## src/rtl/core/zrld_pkg.sv

```systemverilog
package zrld_pkg;

  localparam int MAX_RUN_DIGITS = 24;
  localparam int RUN_SUM_BITS   = 24;
  localparam int ZERO_RUN_BITS  = 25;
  localparam int COUNT_BITS     = 5;

  // Digits accepted per run before the rest are dropped.
  localparam logic [COUNT_BITS-1:0] DIGIT_CAP =
    COUNT_BITS'((MAX_RUN_DIGITS < RUN_SUM_BITS) ? MAX_RUN_DIGITS : RUN_SUM_BITS);

  localparam logic [7:0] ESCAPE_BYTE = 8'hFF;
  localparam logic [7:0] ESC_LOW     = 8'hFE;
  localparam logic [7:0] ESC_HIGH    = 8'hFF;

  typedef struct packed {
    logic [RUN_SUM_BITS-1:0] run_sum;
    logic [COUNT_BITS-1:0]   digit_count;
    logic                    escape_pending;
    logic                    overflow_seen;
  } zrld_state_t;

  typedef struct packed {
    logic                     emit;
    logic [ZERO_RUN_BITS-1:0] zero_run;
    logic                     has_byte;
    logic [7:0]               decoded_byte;
    logic                     chunk_done;
    logic                     run_overflow;
  } zrld_result_t;

endpackage

```

## src/rtl/core/zrld_decode.sv

```systemverilog
module zrld_decode
  import zrld_pkg::*;
(
  input  zrld_state_t  state,
  input  logic [7:0]   in_byte,
  input  logic         end_of_chunk,
  output zrld_result_t result,
  output zrld_state_t  state_next
);

  logic                     esc;
  logic                     is_digit;
  logic                     esc_start;
  logic                     literal;
  logic                     take_digit;
  logic [RUN_SUM_BITS-1:0]  sum_upd;
  logic [COUNT_BITS-1:0]    count_upd;
  logic                     ovf_upd;
  logic                     has;
  logic                     flush;
  logic                     run_out;
  logic [ZERO_RUN_BITS-1:0] zeros;
  logic [7:0]               byte_val;

  // Classify the byte against the escape state.
  assign esc       = state.escape_pending;
  assign is_digit  = !esc && (in_byte[7:1] == 7'd0);
  assign esc_start = !esc && (in_byte == ESCAPE_BYTE);
  assign literal   = !esc && !is_digit && !esc_start;

  // Append a digit to the open run, or mark it dropped past the cap.
  assign take_digit = is_digit && (state.digit_count < DIGIT_CAP);
  assign sum_upd    = take_digit ?
                      (state.run_sum | (RUN_SUM_BITS'(in_byte[0]) << state.digit_count)) :
                      state.run_sum;
  assign count_upd  = take_digit ? state.digit_count + COUNT_BITS'(1) : state.digit_count;
  assign ovf_upd    = state.overflow_seen || (is_digit && !take_digit);

  // Decode the literal or the escaped byte.
  assign has      = (esc && (in_byte[7:1] == 7'd0)) || literal;
  assign byte_val = esc ? (in_byte[0] ? ESC_HIGH : ESC_LOW) : (in_byte - 8'd1);

  // Flush the run on a literal, on an escaped byte or at chunk end; an escape byte alone does not flush.
  assign flush   = esc || literal || end_of_chunk;
  assign run_out = flush && (count_upd != '0);
  assign zeros   = (ZERO_RUN_BITS'(1) << count_upd) + ZERO_RUN_BITS'(sum_upd)
                   - ZERO_RUN_BITS'(1);

  always_comb begin
    result.emit         = run_out || has || end_of_chunk;
    result.zero_run     = run_out ? zeros : '0;
    result.has_byte     = has;
    result.decoded_byte = has ? byte_val : 8'd0;
    result.chunk_done   = end_of_chunk;
    result.run_overflow = run_out && ovf_upd;
  end

  // Clear everything at chunk end, the run alone after a flush.
  always_comb begin
    state_next.run_sum        = sum_upd;
    state_next.digit_count    = count_upd;
    state_next.overflow_seen  = ovf_upd;
    state_next.escape_pending = esc_start && !end_of_chunk;
    if (run_out || end_of_chunk) begin
      state_next.run_sum       = '0;
      state_next.digit_count   = '0;
      state_next.overflow_seen = 1'b0;
    end
  end

endmodule

```

## src/rtl/core/zero_run_length_decoder_core.sv

```systemverilog
// Zero run-length decoder core.
// Input channel: in_valid / in_stall carry one coded byte per beat (in_byte)
// plus end_of_chunk on the final byte of a chunk. Digit bytes 0 and 1 build
// a run; escape 0xFF takes the next byte; other bytes decode to byte - 1.
// Output channel: out_valid / out_stall carry at most one result beat per
// input beat: zero_run (zeros to emit first), has_byte and decoded_byte,
// chunk_done on the final result of a chunk, run_overflow when a run had
// more digits than the cap. Beats that close nothing give no result.
// Path: an accepted input beat is held in the input register, decoded by the
// single decode step, then registered in the result register. Throughput: one
// input beat per cycle unless a beat that needs a result meets a stall.
// Stall: when out_stall holds a full result register, the input register
// still drains beats that give no result; a beat that needs the result
// register waits, and in_stall rises in the same cycle.
// Reset (rst, synchronous) empties both registers and clears the run and
// escape state; decoding starts fresh with the next beat.
module zero_run_length_decoder_core
  import zrld_pkg::*;
(
  input  logic                     clk,
  input  logic                     rst,
  input  logic                     in_valid,
  output logic                     in_stall,
  input  logic [7:0]               in_byte,
  input  logic                     end_of_chunk,
  output logic                     out_valid,
  input  logic                     out_stall,
  output logic [ZERO_RUN_BITS-1:0] zero_run,
  output logic                     has_byte,
  output logic [7:0]               decoded_byte,
  output logic                     chunk_done,
  output logic                     run_overflow
);

  logic         hold_valid;
  logic [7:0]   hold_byte;
  logic         hold_eoc;
  zrld_state_t  state;
  zrld_state_t  state_next;
  zrld_result_t result;
  logic         out_free;
  logic         hold_take;
  logic         in_beat;

  zrld_decode u_decode (
    .state        (state),
    .in_byte      (hold_byte),
    .end_of_chunk (hold_eoc),
    .result       (result),
    .state_next   (state_next)
  );

  // Retire the held beat when it needs no result or the result register is free.
  assign out_free  = !out_valid || !out_stall;
  assign hold_take = hold_valid && (!result.emit || out_free);
  assign in_stall  = hold_valid && !hold_take;
  assign in_beat   = in_valid && !in_stall;

  // Input register.
  always_ff @(posedge clk) begin
    if (rst) begin
      hold_valid <= 1'b0;
    end else if (in_beat) begin
      hold_valid <= 1'b1;
    end else if (hold_take) begin
      hold_valid <= 1'b0;
    end
  end

  always_ff @(posedge clk) begin
    if (in_beat) begin
      hold_byte <= in_byte;
      hold_eoc  <= end_of_chunk;
    end
  end

  // Advance the run and escape state per retired beat.
  always_ff @(posedge clk) begin
    if (rst) begin
      state <= '0;
    end else if (hold_take) begin
      state <= state_next;
    end
  end

  // Result register.
  always_ff @(posedge clk) begin
    if (rst) begin
      out_valid <= 1'b0;
    end else if (out_free) begin
      out_valid <= hold_valid && result.emit;
    end
  end

  always_ff @(posedge clk) begin
    if (out_free && hold_valid && result.emit) begin
      zero_run     <= result.zero_run;
      has_byte     <= result.has_byte;
      decoded_byte <= result.decoded_byte;
      chunk_done   <= result.chunk_done;
      run_overflow <= result.run_overflow;
    end
  end

endmodule

```

## config.mk

```make
export PLATFORM = sky130hd
export DESIGN_NAME = zero_run_length_decoder_core
export DESIGN_NICKNAME = d
export VERILOG_FILES = /design/src/rtl/core/zrld_pkg.sv /design/src/rtl/core/zrld_decode.sv /design/src/rtl/core/zero_run_length_decoder_core.sv
export SDC_FILE = /design/constraint.sdc
export NUM_CORES = 1
export LEC_CHECK = 0
export BUFFER_PORTS_ARGS = -buffer_cell sky130_fd_sc_hd__buf_2
export CAP_MARGIN = 20
export CORE_ASPECT_RATIO = 0.7
export CORE_UTILIZATION = 54
export DETAILED_ROUTE_END_ITERATION = 10
export PLACE_DENSITY_LB_ADDON = 0.08
export SYNTH_ARGS = -nofsm -noshare
export SYNTH_HDL_FRONTEND = slang
export SYNTH_SLANG_ARGS = --single-unit
export TNS_END_PERCENT = 50
```

## constraint.sdc

```tcl
create_clock -name clk -period 4.01 [get_ports clk]
set_input_delay 0.401 -clock clk [delete_from_list [all_inputs] [get_ports clk]]
set_output_delay 0.401 -clock clk [all_outputs]
set_load 0.01 [all_outputs]
```

==> key figures <==
Status
  – Run status: complete, but fails checks
  – Failing checks: setup timing

CTS
  – CTS tree: yes
  – Clk sinks: 78
  – Worst skew pair latency: 340 ps
  – Root Driver: clkbuf_16
  – CTS Buf Count: 9
  – Hold-fix buffers, CTS: 0
  – Clock edge transition at the registers on the reported setup and hold paths: 60 ps
  – H-tree depth: 3
  – Longest Clk Path Bufs: 2

Synth
  – Post-Syn Nets: 646
  – Synth top area share: 0.2633
  – Async set-reset flop share out of synthesis: 0
  – Synth area leaders: edfxtp_1, dfxtp_1, ha_1
  – Synth Register Bits: 78
  – Primary FF master, synth: edfxtp_1
  – Ys Warns: 0
  – Library cells used by synthesis: 58
  – Sequential fraction of the synthesis area: 0.3920
  – Mean Syn Cell Area: 8.819 um2
  – Mapped Area: 5132 um2
  – Post-synth top area cell: edfxtp_1
  – Synth Instances: 582
  – Number of synthesized flops with an enable pin: 45

Route
  – Wire length per cell: 16.83 um
  – Top Metal Used: met4
  – Number of DRC markers in iteration 0: approximately 290
  – WL final: 14.79 mm
  – # DRC: 0
  – DR vias: about 5000
  – Met3 WL post-DR: 1.007 mm
  – Met1 WL: 7.025 mm
  – Met2 WL: between 6 and 7 mm
  – Post-DRT Antenna Nets: 0
  – DRT Pass-1 Iters: 5
  – Avg Vias per Cell: 5.683

Power and ir drop
  – Tot Pwr: roughly 2 mW
  – Pwr dens: between 200 and 300 nW/um2
  – Peak VDD IR: 0.5131 mV
  – LEAKAGE: roughly 3.0 nW

Timing
  – Final Setup Violations: 14
  – Worst Skew: 5.971 ps
  – Fin crit share: 1.072
  – Final hold vios: 0
  – Tightest Pin Transition: roughly 630 ps
  – Fmax: 0.2327 GHz
  – WHS: between 200 and 250 ps
  – Final WS setup: -287.9 ps
  – RSZ-0062 raised after global routing: yes
  – Rel. slew slack: 0.5787
  – Minimum clock period: ~4300 ps
  – Max-slew violation count: 0

Floorplanning
  – Die X: 118.5 um
  – Die area: 9905 um2
  – Row count: 29
  – Core area: between 9000 and 10000 um2
  – IO Pins: roughly 50
  – Starting density of the core: 0.5613
  – Die H: 83.57 um

GRT
  – Global-route wire length before repair: about 23 mm
  – Initial antenna violation count: 0
  – Vias in the first global route: 4848
  – Pin count of the biggest net entering global routing: 23
  – Total track usage: 0.2996
  – Overflow after GRT: 0

Finish
  – Area grow syn2layout: 39.96%
  – Ant. Diodes: 0
  – Final #Nets: 814
  – Fillers: roughly 640
  – Post-route cell area: around 7200 um2
  – Fraction of layout cells with a size suffix above 1: 0.3616
  – Finished Core Util: 0.7856

Hold path
  – HP Class: in2reg

Critical path
  – Worst-path cell chain: buf_6, nor4_4, nand4_2, nor4b_4, nor2_1, nor2_2, nand2_2, ha_4, inv_2, ha_4, fa_2, a211oi_4, o21ai_2, a32oi_4, o221a_4, a211o_1, a21o_1, a21oi_1
  – Critical path arrival: 4380 ps
  – CP Data Required Time: a little over 4000 ps
  – CP delay by family, top: simple AND/OR/NAND/NOR gates
  – Startpoint types: flip-flop
  – Critical Path End Type: flip-flop
  – CP max stage delay: 420 ps
  – Buf+Inv Stages, Crit Path: 2
  – Worst path slowest cell: edfxtp_1
  – Most Frequent Cell on Critical Path: ha_4
  – Class of the most critical setup path: reg2reg
  – Critical path fanouts, max: 4

Placement
  – HPWL after DPL: between 10 and 15 mm
  – Worst slack, placed: -388.5 ps
  – GPL Wtd Cong: 0.9590
  – Placed cell area: approximately 6400 um2
  – Port Buf Inserts: 50

Job
  – Max_cap viols: 0
worst paths after layout:
kind,from,to,slack [ps],cells past startpoint
max reg2reg,hold_byte[5],zero_run[23],-290,18
min reg2reg,state[30],state[30],460,2
min,in_byte[2],hold_byte[2],230,1
max,hold_byte[5],zero_run[23],-290,18
routing by layer:
layer / GRT usage / vias up
met2: 0.4631 / 181
met3: 0.07787 / 30
met1: 0.4116 / 2375
met5: 0 / -
met4: 0.08976 / 0
li1: - / 2409
sequential cells by signal (all words and copies together), names as in the netlist:
signal,flops
chunk_done,1
decoded_byte,8
has_byte,1
hold_byte,8
hold_eoc,1
hold_valid,1
out_valid,1
run_overflow,1
state,31
zero_run,25
through the flow:
stage,setup TNS (ps),std cells
2_1_floorplan,-1319,582
3_3_place_gp,-2182,852
3_5_place_dp,-4076,852
4_1_cts,-1096,877
5_1_grt,-4531,879
6_report,-1997,879
report_power, final:
group,internal [mW],switching (mW)
clock network,0.610,0.337
registers,0.869,0.00886
logic,0.0509,0.0733
total,1.53,0.419
area by class of cell:
type	count	area, um2	area share
clock inverters	7	122.6	0.01707
flip-flops and latches	78	2012	0.2801
clock buffers	9	225.2	0.03135
multi-input cells	422	3208	0.4466
repair buffers	177	1227	0.1709
well taps	124	155.1	0.02160
inverters	62	232.7	0.03240
cell usage after synthesis (3+ instances only):
cell type  instances
a211oi_1           7
a21o_1            11
a21oi_1           56
a31oi_1           13
a41oi_1            3
and2_1             6
buf_2              4
clkbuf_1          13
dfxtp_1           33
edfxtp_1          45
ha_1              50
inv_1             62
nand2_1           73
nand2b_1          10
nand3_1            8
nand4_1            4
nor2_1            47
nor2b_1            4
nor3_1            14
nor4_1             4
o21a_1             4
o21ai_0           25
o21ai_2           10
o21bai_1           3
o32ai_1            5
or2_2              5
xnor2_1           11
xor2_1            10
cells in the final DEF, fill, tap and decap left out, types with 10 or more instances in the layout:
master and count:
nor2_1 43, xnor2_1 11, nand2_1 70, o21ai_0 16, a31oi_1 13, a21o_1 11
dfxtp_1 33, buf_4 123, ha_1 41, inv_1 59, a21oi_1 48, buf_2 50
edfxtp_1 45, xor2_1 10, nor3_1 10, o21ai_2 14
logic make-up after synthesis:
| kind of cell | synth area share |
|---|---|
| flops | 0.3920 |
| fa+ha+maj | 0.1258 |
| simple gates | 0.1731 |
| buf+inv | 0.06168 |
| compound gates | 0.2077 |
| xor+xnor | 0.03583 |
| mux | 0.003901 |
worst register-to-register path, stage by stage, from the launching register on:
cell and delay, ps:
edfxtp_1 420, buf_6 150, nor4_4 420, nand4_2 210, nor4b_4 310, nor2_1 110
nor2_2 170, nand2_2 100, ha_4 280, inv_2 40, ha_4 160, fa_2 370
a211oi_4 270, o21ai_2 100, a32oi_4 340, o221a_4 280, a211o_1 160, a21o_1 110
a21oi_1 50
timing repair:
action	4_1_cts	5_1_grt
endpoints found under the setup margin	17	18
pin swaps	33	26
buffers inserted	9	3
gates resized for setup	34	47
Note: power is estimated with default switching activity, not from simulation.
